===== config.mk =====
export PLATFORM = sky130hd
export DESIGN_NAME = channel_length_frame_deframer_core_flat
export DESIGN_NICKNAME = d
export VERILOG_FILES = /design/src/rtl/core/cld_pkg.sv /design/src/rtl/core/cld_ifs.sv /design/src/rtl/core/cld_front.sv /design/src/rtl/core/cld_queue.sv /design/src/rtl/core/cld_back.sv /design/src/rtl/core/channel_length_frame_deframer_core.sv /design/src/flat_wrapper.sv
export SDC_FILE = /design/constraint.sdc
export NUM_CORES = 1
export LEC_CHECK = 0
export ABC_CLOCK_PERIOD_IN_PS = 5000
export BUFFER_PORTS_ARGS = -buffer_cell sky130_fd_sc_hd__buf_2
export CORE_MARGIN = 8
export CORE_UTILIZATION = 35
export CTS_BUF_LIST = sky130_fd_sc_hd__clkbuf_16
export CTS_CLUSTER_DIAMETER = 50
export CTS_CLUSTER_SIZE = 28
export DETAILED_ROUTE_END_ITERATION = 6
export SLEW_MARGIN = 10
export SYNTH_ARGS = -nofsm -noshare
export SYNTH_HDL_FRONTEND = slang
export SYNTH_HIERARCHICAL = 1
export SYNTH_SLANG_ARGS = --single-unit

===== constraint.sdc =====
create_clock -name clk -period 5 [get_ports clk]
set_clock_uncertainty 0.1 [all_clocks]
set_input_delay 1 -clock clk [delete_from_list [all_inputs] [get_ports clk]]
set_output_delay 1 -clock clk [all_outputs]
set_load 0.02 [all_outputs]

===== src/rtl/core/cld_pkg.sv =====
// Shared types, register indexes and constants of the channel/length frame deframer.
package cld_pkg;

	// Header layout: one channel id byte, then a 32-bit big-endian length
	localparam int unsigned HDR_BYTES = 5;
	localparam int unsigned LEN_W     = 32;
	localparam int unsigned BYTE_W    = 8;
	localparam int unsigned HCNT_W    = 3;
	localparam int unsigned CFG_IDX_W = 3;

	// Default depth of the queue between the parser and the result stage
	localparam int unsigned QUEUE_DEPTH_DEF = 2;

	// Register reset values
	localparam logic [LEN_W-1:0]  MAX_LEN_RST  = 32'd1048576;
	localparam logic [BYTE_W-1:0] VIDEO_ID_RST = 8'd0;
	localparam logic [BYTE_W-1:0] AUDIO_ID_RST = 8'd1;
	localparam logic [BYTE_W-1:0] CTRL_ID_RST  = 8'd2;

	// Configuration register indexes
	typedef enum logic [CFG_IDX_W-1:0] {
		REG_MAX_LEN  = 3'd0,
		REG_VIDEO_ID = 3'd1,
		REG_AUDIO_ID = 3'd2,
		REG_CTRL_ID  = 3'd3
	} cld_reg_e_t;

	// Result kinds
	typedef enum logic [1:0] {
		KIND_PAYLOAD  = 2'd0,
		KIND_EMPTY    = 2'd1,
		KIND_OVERSIZE = 2'd2
	} cld_kind_t;

	// Parser phases
	typedef enum logic [1:0] {
		PH_HEADER  = 2'd0,
		PH_PAYLOAD = 2'd1,
		PH_FAILED  = 2'd2
	} cld_phase_t;

	// Configuration register file as seen by the datapath
	typedef struct packed {
		logic [LEN_W-1:0]  max_len;
		logic [BYTE_W-1:0] video_id;
		logic [BYTE_W-1:0] audio_id;
		logic [BYTE_W-1:0] ctrl_id;
	} cld_cfg_t;

	// Classified item handed from the parser to the result stage
	typedef struct packed {
		cld_kind_t         kind;
		logic [BYTE_W-1:0] channel;
		logic [BYTE_W-1:0] payload_byte;
		logic              last;
	} cld_entry_t;

endpackage


===== src/rtl/core/cld_ifs.sv =====
// Valid/ready channel interfaces: received bytes, results and register writes.
interface cld_byte_if
	import cld_pkg::*;
	();
	logic              valid;
	logic              ready;
	logic [BYTE_W-1:0] rx_byte;

	modport source (output valid, output rx_byte, input ready);
	modport sink   (input valid, input rx_byte, output ready);
endinterface

interface cld_result_if
	import cld_pkg::*;
	();
	logic              valid;
	logic              ready;
	cld_kind_t         kind;
	logic [BYTE_W-1:0] channel;
	logic              known_channel;
	logic [BYTE_W-1:0] payload_byte;
	logic              last;

	modport source (output valid, output kind, output channel, output known_channel,
		output payload_byte, output last, input ready);
	modport sink   (input valid, input kind, input channel, input known_channel,
		input payload_byte, input last, output ready);
endinterface

interface cld_cfg_if
	import cld_pkg::*;
	();
	logic                 valid;
	logic                 ready;
	logic [CFG_IDX_W-1:0] index;
	logic [LEN_W-1:0]     data;

	modport source (output valid, output index, output data, input ready);
	modport sink   (input valid, input index, input data, output ready);
endinterface


===== src/rtl/core/cld_front.sv =====
// Header parser: accepts bytes, assembles the header, classifies each byte.
module cld_front
	import cld_pkg::*;
(
	input  logic           clk,
	input  logic           arst_n,
	cld_byte_if.sink       rx,
	input  cld_cfg_t       cfg,
	input  logic           q_full,
	output logic           push,
	output cld_entry_t     entry
);

	cld_phase_t         phase_q, phase_d;
	logic [HCNT_W-1:0]  hcount_q, hcount_d;
	logic [BYTE_W-1:0]  frame_channel_q, frame_channel_d;
	logic [LEN_W-1:0]   length_shift_q, length_shift_d;
	logic [LEN_W-1:0]   bytes_left_q, bytes_left_d;
	logic [LEN_W-1:0]   len_next;
	logic               accept;
	logic               fin;

	localparam logic [HCNT_W-1:0] HCNT_LAST = HCNT_W'(HDR_BYTES - 1);

	// Take a byte whenever the queue has room
	assign rx.ready = ~q_full;
	assign accept   = rx.valid & rx.ready;

	// Shift the next length byte in; the id byte restarts the length
	assign len_next = (hcount_q == '0) ? '0 : {length_shift_q[LEN_W-BYTE_W-1:0], rx.rx_byte};
	assign fin      = (bytes_left_q[LEN_W-1:1] == '0);

	// Hold parser state
	always_ff @(posedge clk or negedge arst_n) begin
		if (!arst_n) begin
			phase_q         <= PH_HEADER;
			hcount_q        <= '0;
			frame_channel_q <= '0;
			length_shift_q  <= '0;
			bytes_left_q    <= '0;
		end else begin
			phase_q         <= phase_d;
			hcount_q        <= hcount_d;
			frame_channel_q <= frame_channel_d;
			length_shift_q  <= length_shift_d;
			bytes_left_q    <= bytes_left_d;
		end
	end

	// Advance the parser and classify the accepted byte
	always_comb begin
		phase_d              = phase_q;
		hcount_d             = hcount_q;
		frame_channel_d      = frame_channel_q;
		length_shift_d       = length_shift_q;
		bytes_left_d         = bytes_left_q;
		push                 = 1'b0;
		entry.kind           = KIND_PAYLOAD;
		entry.channel        = frame_channel_q;
		entry.payload_byte   = '0;
		entry.last           = 1'b0;
		case (phase_q)
			PH_HEADER: begin
				if (accept) begin
					if (hcount_q == '0) begin
						frame_channel_d = rx.rx_byte;
					end
					length_shift_d = len_next;
					if (hcount_q == HCNT_LAST) begin
						hcount_d = '0;
						if (len_next > cfg.max_len) begin
							phase_d    = PH_FAILED;
							push       = 1'b1;
							entry.kind = KIND_OVERSIZE;
						end else if (len_next == '0) begin
							push       = 1'b1;
							entry.kind = KIND_EMPTY;
							entry.last = 1'b1;
						end else begin
							bytes_left_d = len_next;
							phase_d      = PH_PAYLOAD;
						end
					end else begin
						hcount_d = hcount_q + 1'b1;
					end
				end
			end
			PH_PAYLOAD: begin
				if (accept) begin
					push               = 1'b1;
					entry.kind         = KIND_PAYLOAD;
					entry.payload_byte = rx.rx_byte;
					entry.last         = fin;
					if (fin) begin
						bytes_left_d = '0;
						phase_d      = PH_HEADER;
						hcount_d     = '0;
					end else begin
						bytes_left_d = bytes_left_q - 1'b1;
					end
				end
			end
			default: begin
				// failed stream: drop every byte
			end
		endcase
	end

	a_failed_sticky: assert property (@(posedge clk) disable iff (!arst_n)
		phase_q == PH_FAILED |=> phase_q == PH_FAILED)
		else $error("failed state left before reset");

	a_push_needs_accept: assert property (@(posedge clk) disable iff (!arst_n)
		push |-> accept)
		else $error("result pushed without an accepted byte");

	a_hcount_range: assert property (@(posedge clk) disable iff (!arst_n)
		hcount_q <= HCNT_LAST)
		else $error("header byte count out of range");

	a_payload_nonzero: assert property (@(posedge clk) disable iff (!arst_n)
		phase_q == PH_PAYLOAD |-> bytes_left_q != '0)
		else $error("payload phase with no bytes left");

endmodule


===== src/rtl/core/cld_queue.sv =====
// Short queue of classified items between the parser and the result stage.
module cld_queue
	import cld_pkg::*;
#(
	parameter int unsigned DEPTH = QUEUE_DEPTH_DEF
) (
	input  logic       clk,
	input  logic       arst_n,
	input  logic       push,
	input  cld_entry_t push_entry,
	input  logic       pop,
	output logic       full,
	output logic       q_valid,
	output cld_entry_t q_entry
);

	localparam int unsigned PTR_W = (DEPTH > 1) ? $clog2(DEPTH) : 1;
	localparam int unsigned CNT_W = $clog2(DEPTH + 1);
	localparam logic [PTR_W-1:0] PTR_LAST = PTR_W'(DEPTH - 1);
	localparam logic [CNT_W-1:0] CNT_FULL = CNT_W'(DEPTH);

	cld_entry_t        mem_q [DEPTH];
	logic [PTR_W-1:0]  wr_ptr_q;
	logic [PTR_W-1:0]  rd_ptr_q;
	logic [CNT_W-1:0]  count_q;
	logic              do_push;
	logic              do_pop;

	assign full     = (count_q == CNT_FULL);
	assign q_valid  = (count_q != '0);
	assign q_entry  = mem_q[rd_ptr_q];
	assign do_push  = push & ~full;
	assign do_pop   = pop & q_valid;

	// Store pushed items
	always_ff @(posedge clk) begin
		if (do_push) begin
			mem_q[wr_ptr_q] <= push_entry;
		end
	end

	// Advance pointers and occupancy
	always_ff @(posedge clk or negedge arst_n) begin
		if (!arst_n) begin
			wr_ptr_q <= '0;
			rd_ptr_q <= '0;
			count_q  <= '0;
		end else begin
			if (do_push) begin
				wr_ptr_q <= (wr_ptr_q == PTR_LAST) ? '0 : wr_ptr_q + 1'b1;
			end
			if (do_pop) begin
				rd_ptr_q <= (rd_ptr_q == PTR_LAST) ? '0 : rd_ptr_q + 1'b1;
			end
			case ({do_push, do_pop})
				2'b10:   count_q <= count_q + 1'b1;
				2'b01:   count_q <= count_q - 1'b1;
				default: count_q <= count_q;
			endcase
		end
	end

	a_no_overflow: assert property (@(posedge clk) disable iff (!arst_n)
		push |-> !full)
		else $error("push into a full queue");

	a_count_range: assert property (@(posedge clk) disable iff (!arst_n)
		count_q <= CNT_FULL)
		else $error("queue occupancy out of range");

	a_push_visible: assert property (@(posedge clk) disable iff (!arst_n)
		do_push |=> q_valid)
		else $error("pushed item not visible");

endmodule


===== src/rtl/core/cld_back.sv =====
// Result stage: matches the channel against configured ids, drives the output register.
module cld_back
	import cld_pkg::*;
(
	input  logic          clk,
	input  logic          arst_n,
	input  cld_cfg_t      cfg,
	input  logic          q_valid,
	input  cld_entry_t    q_entry,
	output logic          pop,
	cld_result_if.source  res
);

	logic              valid_q;
	cld_kind_t         kind_q;
	logic [BYTE_W-1:0] channel_q;
	logic              known_q;
	logic [BYTE_W-1:0] payload_byte_q;
	logic              last_q;
	logic              known;

	// Load the output register when it is empty or being drained
	assign pop   = q_valid & (~valid_q | res.ready);
	assign known = (q_entry.channel == cfg.video_id) |
		(q_entry.channel == cfg.audio_id) |
		(q_entry.channel == cfg.ctrl_id);

	// Hold the output valid
	always_ff @(posedge clk or negedge arst_n) begin
		if (!arst_n) begin
			valid_q <= 1'b0;
		end else if (pop) begin
			valid_q <= 1'b1;
		end else if (res.ready) begin
			valid_q <= 1'b0;
		end
	end

	// Capture the result payload
	always_ff @(posedge clk) begin
		if (pop) begin
			kind_q         <= q_entry.kind;
			channel_q      <= q_entry.channel;
			known_q        <= known;
			payload_byte_q <= q_entry.payload_byte;
			last_q         <= q_entry.last;
		end
	end

	assign res.valid         = valid_q;
	assign res.kind          = kind_q;
	assign res.channel       = channel_q;
	assign res.known_channel = known_q;
	assign res.payload_byte  = payload_byte_q;
	assign res.last          = last_q;

	a_pop_fills: assert property (@(posedge clk) disable iff (!arst_n)
		pop |=> valid_q)
		else $error("popped item not presented");

	a_no_pop_on_stall: assert property (@(posedge clk) disable iff (!arst_n)
		valid_q && !res.ready |-> !pop)
		else $error("item popped over a stalled result");

	a_non_payload_zero: assert property (@(posedge clk) disable iff (!arst_n)
		valid_q && kind_q != KIND_PAYLOAD |-> payload_byte_q == '0)
		else $error("non-payload result carries a payload byte");

endmodule


===== src/rtl/core/channel_length_frame_deframer_core.sv =====
// A result's item passes through the queue and then the output register before it is valid.
// Throughput: one byte per cycle unless res stalls; the parser, the item queue and the output
// register each take one item per cycle, so header bytes and payload bytes stream back to back.
// Reset: arst_n clears the parser to header phase, empties the queue and output,
// and loads the register defaults (max length 1048576, ids 0, 1, 2).
module channel_length_frame_deframer_core
	import cld_pkg::*;
#(
	parameter int unsigned QUEUE_DEPTH = QUEUE_DEPTH_DEF
) (
	input  logic          clk,
	input  logic          arst_n,
	cld_byte_if.sink      rx,
	cld_result_if.source  res,
	cld_cfg_if.sink       cfg
);

	cld_cfg_t   cfg_q;
	logic       q_full;
	logic       push;
	cld_entry_t push_entry;
	logic       pop;
	logic       q_valid;
	cld_entry_t q_entry;
	cld_reg_e_t wr_index;

	assign cfg.ready = 1'b1;
	assign wr_index  = cld_reg_e_t'(cfg.index);

	// Write configuration registers; unknown indexes are ignored
	always_ff @(posedge clk or negedge arst_n) begin
		if (!arst_n) begin
			cfg_q.max_len  <= MAX_LEN_RST;
			cfg_q.video_id <= VIDEO_ID_RST;
			cfg_q.audio_id <= AUDIO_ID_RST;
			cfg_q.ctrl_id  <= CTRL_ID_RST;
		end else if (cfg.valid && cfg.ready) begin
			case (wr_index)
				REG_MAX_LEN:  cfg_q.max_len  <= cfg.data;
				REG_VIDEO_ID: cfg_q.video_id <= cfg.data[BYTE_W-1:0];
				REG_AUDIO_ID: cfg_q.audio_id <= cfg.data[BYTE_W-1:0];
				REG_CTRL_ID:  cfg_q.ctrl_id  <= cfg.data[BYTE_W-1:0];
				default: begin
				end
			endcase
		end
	end

	cld_front u_front (
		.clk    (clk),
		.arst_n (arst_n),
		.rx     (rx),
		.cfg    (cfg_q),
		.q_full (q_full),
		.push   (push),
		.entry  (push_entry)
	);

	cld_queue #(
		.DEPTH (QUEUE_DEPTH)
	) u_queue (
		.clk        (clk),
		.arst_n     (arst_n),
		.push       (push),
		.push_entry (push_entry),
		.pop        (pop),
		.full       (q_full),
		.q_valid    (q_valid),
		.q_entry    (q_entry)
	);

	cld_back u_back (
		.clk     (clk),
		.arst_n  (arst_n),
		.cfg     (cfg_q),
		.q_valid (q_valid),
		.q_entry (q_entry),
		.pop     (pop),
		.res     (res)
	);

endmodule


===== src/flat_wrapper.sv =====
// flat-port wrapper written by rule: the top's interface ports become plain ports
module channel_length_frame_deframer_core_flat import cld_pkg::*;
#(
	parameter int unsigned QUEUE_DEPTH = QUEUE_DEPTH_DEF
)
  (clk, arst_n, rx_valid, rx_rx_byte, rx_ready, res_valid, res_kind, res_channel, res_known_channel, res_payload_byte, res_last, res_ready, cfg_valid, cfg_index, cfg_data, cfg_ready);
  cld_byte_if rx_i ();
  cld_result_if res_i ();
  cld_cfg_if cfg_i ();
  input  logic clk;
  input  logic arst_n;
  input wire logic [$bits(rx_i.valid)-1:0] rx_valid;
  input wire logic [$bits(rx_i.rx_byte)-1:0] rx_rx_byte;
  output wire logic [$bits(rx_i.ready)-1:0] rx_ready;
  output wire logic [$bits(res_i.valid)-1:0] res_valid;
  output wire logic [$bits(res_i.kind)-1:0] res_kind;
  output wire logic [$bits(res_i.channel)-1:0] res_channel;
  output wire logic [$bits(res_i.known_channel)-1:0] res_known_channel;
  output wire logic [$bits(res_i.payload_byte)-1:0] res_payload_byte;
  output wire logic [$bits(res_i.last)-1:0] res_last;
  input wire logic [$bits(res_i.ready)-1:0] res_ready;
  input wire logic [$bits(cfg_i.valid)-1:0] cfg_valid;
  input wire logic [$bits(cfg_i.index)-1:0] cfg_index;
  input wire logic [$bits(cfg_i.data)-1:0] cfg_data;
  output wire logic [$bits(cfg_i.ready)-1:0] cfg_ready;
  assign rx_i.valid = rx_valid;
  assign rx_i.rx_byte = rx_rx_byte;
  assign rx_ready = rx_i.ready;
  assign res_valid = res_i.valid;
  assign res_kind = res_i.kind;
  assign res_channel = res_i.channel;
  assign res_known_channel = res_i.known_channel;
  assign res_payload_byte = res_i.payload_byte;
  assign res_last = res_i.last;
  assign res_i.ready = res_ready;
  assign cfg_i.valid = cfg_valid;
  assign cfg_i.index = cfg_index;
  assign cfg_i.data = cfg_data;
  assign cfg_ready = cfg_i.ready;
  channel_length_frame_deframer_core #(.QUEUE_DEPTH(QUEUE_DEPTH)) u_core (.clk(clk), .arst_n(arst_n), .rx(rx_i), .res(res_i), .cfg(cfg_i));
endmodule

==> metrics <==
GPL Wtd Cong ~0.9; # setup viols final 0; Root Driver clkbuf_16; Clock Power Share 0.217; Final nets around 960; hold buffer count at cts 0; Setup TNS 0 ns; Post-synth ARST share 0.691; count leader, synth dfrtp_1; final hold slack approximately 0.36 ns; mapped cell area 9330 um^2; top cell type's share of synthesized area 0.341; Ys Warns 6; initial antenna violation count 0; final instance area about 11000 um^2; Die X ~180 um; clk buf depth 2; outcome complete, no violations; number of synthesized flops with an enable pin 58; Placement Rows roughly 60; core footprint between 20000 and 30000 um^2; vias per inst about 5.3; post-CTS sizing 0; min Tclk post-route between 4 and 5 ns; register area share after synthesis 0.536; worst hold path class reg -> reg; sequential share of power 0.398; gr ovfl total 0; CTS clk-pin slew, worst paths 0.08 ns; flops & latches, synth around 190; PD cells ~590 nW/um^2; Switching Power about 0.0025 W; Initial Util 0.357; port buffer count 69; Critical Path AT 4.20 ns; Post-synth top cells dfrtp_1 (127), mux2_2 (88), nand2_1 (73), o21ai_0 (61), edfxtp_1 (58); synth top area cells dfrtp_1 (34%), edfxtp_1 (19%), mux2_2 (11%); Cell variety after synth 62; Final ANT Viol Nets 0; ys flop type dfrtp_1; total power roughly 0.0063 W; vias in the first global route between 6000 and 7000; Setup CP Type reg -> reg; Gate power share 0.385; Pre-antenna DRT Iters 5; Routed WL approximately 22000 um; unrepaired setup endpoints after global routing false; dominant cell type by area after synthesis dfrtp_1; Max IR drop VDD roughly 0.00023 V; Synth Instances 814; syn avg cell area 11.5 um^2; CTS Buf Count 17; post-route clock period utilization 0.848; die height approximately 180 um; Max Transition Viols Final 0; first-pass GRT wire length 35600 um; routed len/inst around 18 um; Worst Setup End Kind register; syn_nets about 900; area grow syn2layout 13.9%; Ports between 70 and 80; Cell Int Power 0.00380 W; Max FO, Critical Path 19; Tot GR Track Use 0.142; Final Hold Fails 0; 1st-iter DRT viols 595; leakage roughly 4.6 nW; H-tree Lvls 4; CTS tree done; max-cap viol count 0; DPL Wire Length between 15000 and 20000 um; share of cells above drive strength 1 0.248; Vias approximately 6500; placed cell area roughly 10000 um^2; Worst Path Required roughly 5.0 ns; Antenna diodes 0; slew margin rel. 0.233; Post-CTS Setup Bufs 0; Startpoint Class register; Sink Count between 150 and 200; sw frac 0.399; flop-to-flop setup slack 0.76 ns; clk_lat worst skew roughly 0.44 ns; die area 32100 um^2; largest net degree at the start of global routing 48; Slew @ Worst Pin 1.15 ns; Fmax between 0.2 and 0.25 GHz; Remaining DRCs 0
## state kept, by name, summed over array words and instances (netlist names)
name	flops
u_core/u_front/length_shift_q	24
u_core/u_queue/mem_q	38
u_core/u_back/res.kind	2
u_core/u_queue/rd_ptr_q	1
u_core/cfg_q	56
u_core/u_back/res.payload_byte	8
u_core/u_queue/wr_ptr_q	1
u_core/u_back/res.known_channel	1
u_core/u_back/res.last	1
u_core/u_front/hcount_q	3
u_core/u_front/phase_q	2
u_core/u_back/res.valid	1
u_core/u_back/res.channel	8
u_core/u_front/frame_channel_q	8
u_core/u_queue/count_q	2
u_core/u_front/bytes_left_q	32
## per-stage QoR
step | worst slack, ns | util | cells
2_1_floorplan | 0.839 | - | 814
3_3_place_gp | 0.847 | 0.383 | 1195
3_5_place_dp | 0.756 | 0.383 | 1195
4_1_cts | 0.726 | 0.406 | 1227
5_1_grt | 0.373 | 0.406 | 1227
6_report | 0.761 | 0.406 | 1227
## power groups by stage
| stage | Sequential (W) | Clock (W) | Combinational [W] |
|---|---|---|---|
| after floorplan | 0.00251 | 0 | 0.00173 |
| after global placement | 0.00253 | 0 | 0.00239 |
| after detailed placement | 0.00254 | 0 | 0.00243 |
| after CTS | 0.00251 | 0.00140 | 0.00244 |
| after global routing | 0.00257 | 0.00146 | 0.00271 |
| final | 0.00251 | 0.00137 | 0.00243 |
## area by class of cell
type                       count  area (um^2)
clock buffer                  17          425
clock inverter                15          180
fill                        2559        15500
inverter                      56          210
multi-input combinational    534         3940
sequential                   188         5000
tap                          335          419
timing repair buffer          82          449
## cell families (layout without fill, tap and decap cells)
family	after synthesis	in the layout	share of synthesized area
multiplexers	90	90	0.109
AND/OR/NAND/NOR	220	220	0.126
AO/OA/AOI/OAI	158	158	0.111
buffers and inverters	92	170	0.0419
XOR/XNOR	29	29	0.0272
flip-flops	188	188	0.536
adder cells (fa/ha/maj)	36	36	0.0483
other	1	1	0.000402
## worst max-delay path: stages, from the launching register on
cell      delay, ns
dfrtp_1        0.41
inv_1          0.07
ha_1           0.21
nand2_1        0.35
nand2_1        0.32
inv_1          0.07
ha_1           0.32
nand4_1        0.20
nor4_1         0.44
nand2b_1       0.15
a22oi_1        0.39
a21oi_1        0.10
or2_2          0.29
and3_1         0.44
## routing by layer
layer	vias up	part of all wire	global-route usage
met3	25	0.047	0.0289
met4	0	0.014	0.0385
li1	3094	-	-
met5	-	0	0
met1	3215	0.47	0.190
met2	161	0.47	0.233
## final timing paths
check	depth (start not counted)	startpoint	end
max	13	u_core/u_front/hcount_q[0]	u_core/u_queue/mem_q[1][11]
min	0	u_core/u_front/frame_channel_q[5]	u_core/u_queue/mem_q[1][14]
max reg2reg	13	u_core/u_front/hcount_q[0]	u_core/u_queue/mem_q[1][11]
min reg2reg	0	u_core/u_front/frame_channel_q[5]	u_core/u_queue/mem_q[1][14]
max in group asynchronous	2	arst_n	u_core/u_front/bytes_left_q[22]
min in group asynchronous	1	arst_n	u_core/cfg_q[7]
## cell usage in the layout, fill, tap and decap left out, drive strengths merged, types with 12 or more instances in the layout
master	synthesis	layout
a21oi	19	19
a22o	16	16
buf	17	82
clkbuf	19	17
dfrtp	127	127
edfxtp	58	58
ha	36	36
inv	56	65
mux2	90	90
nand2	73	73
nand3	12	12
nand4	12	12
nor2	28	28
nor2b	17	17
nor3	15	15
nor4	20	20
o21ai	63	63
o2bb2ai	14	14
xor2	18	18
No activity file was read; power rests on OpenSTA's default activity.
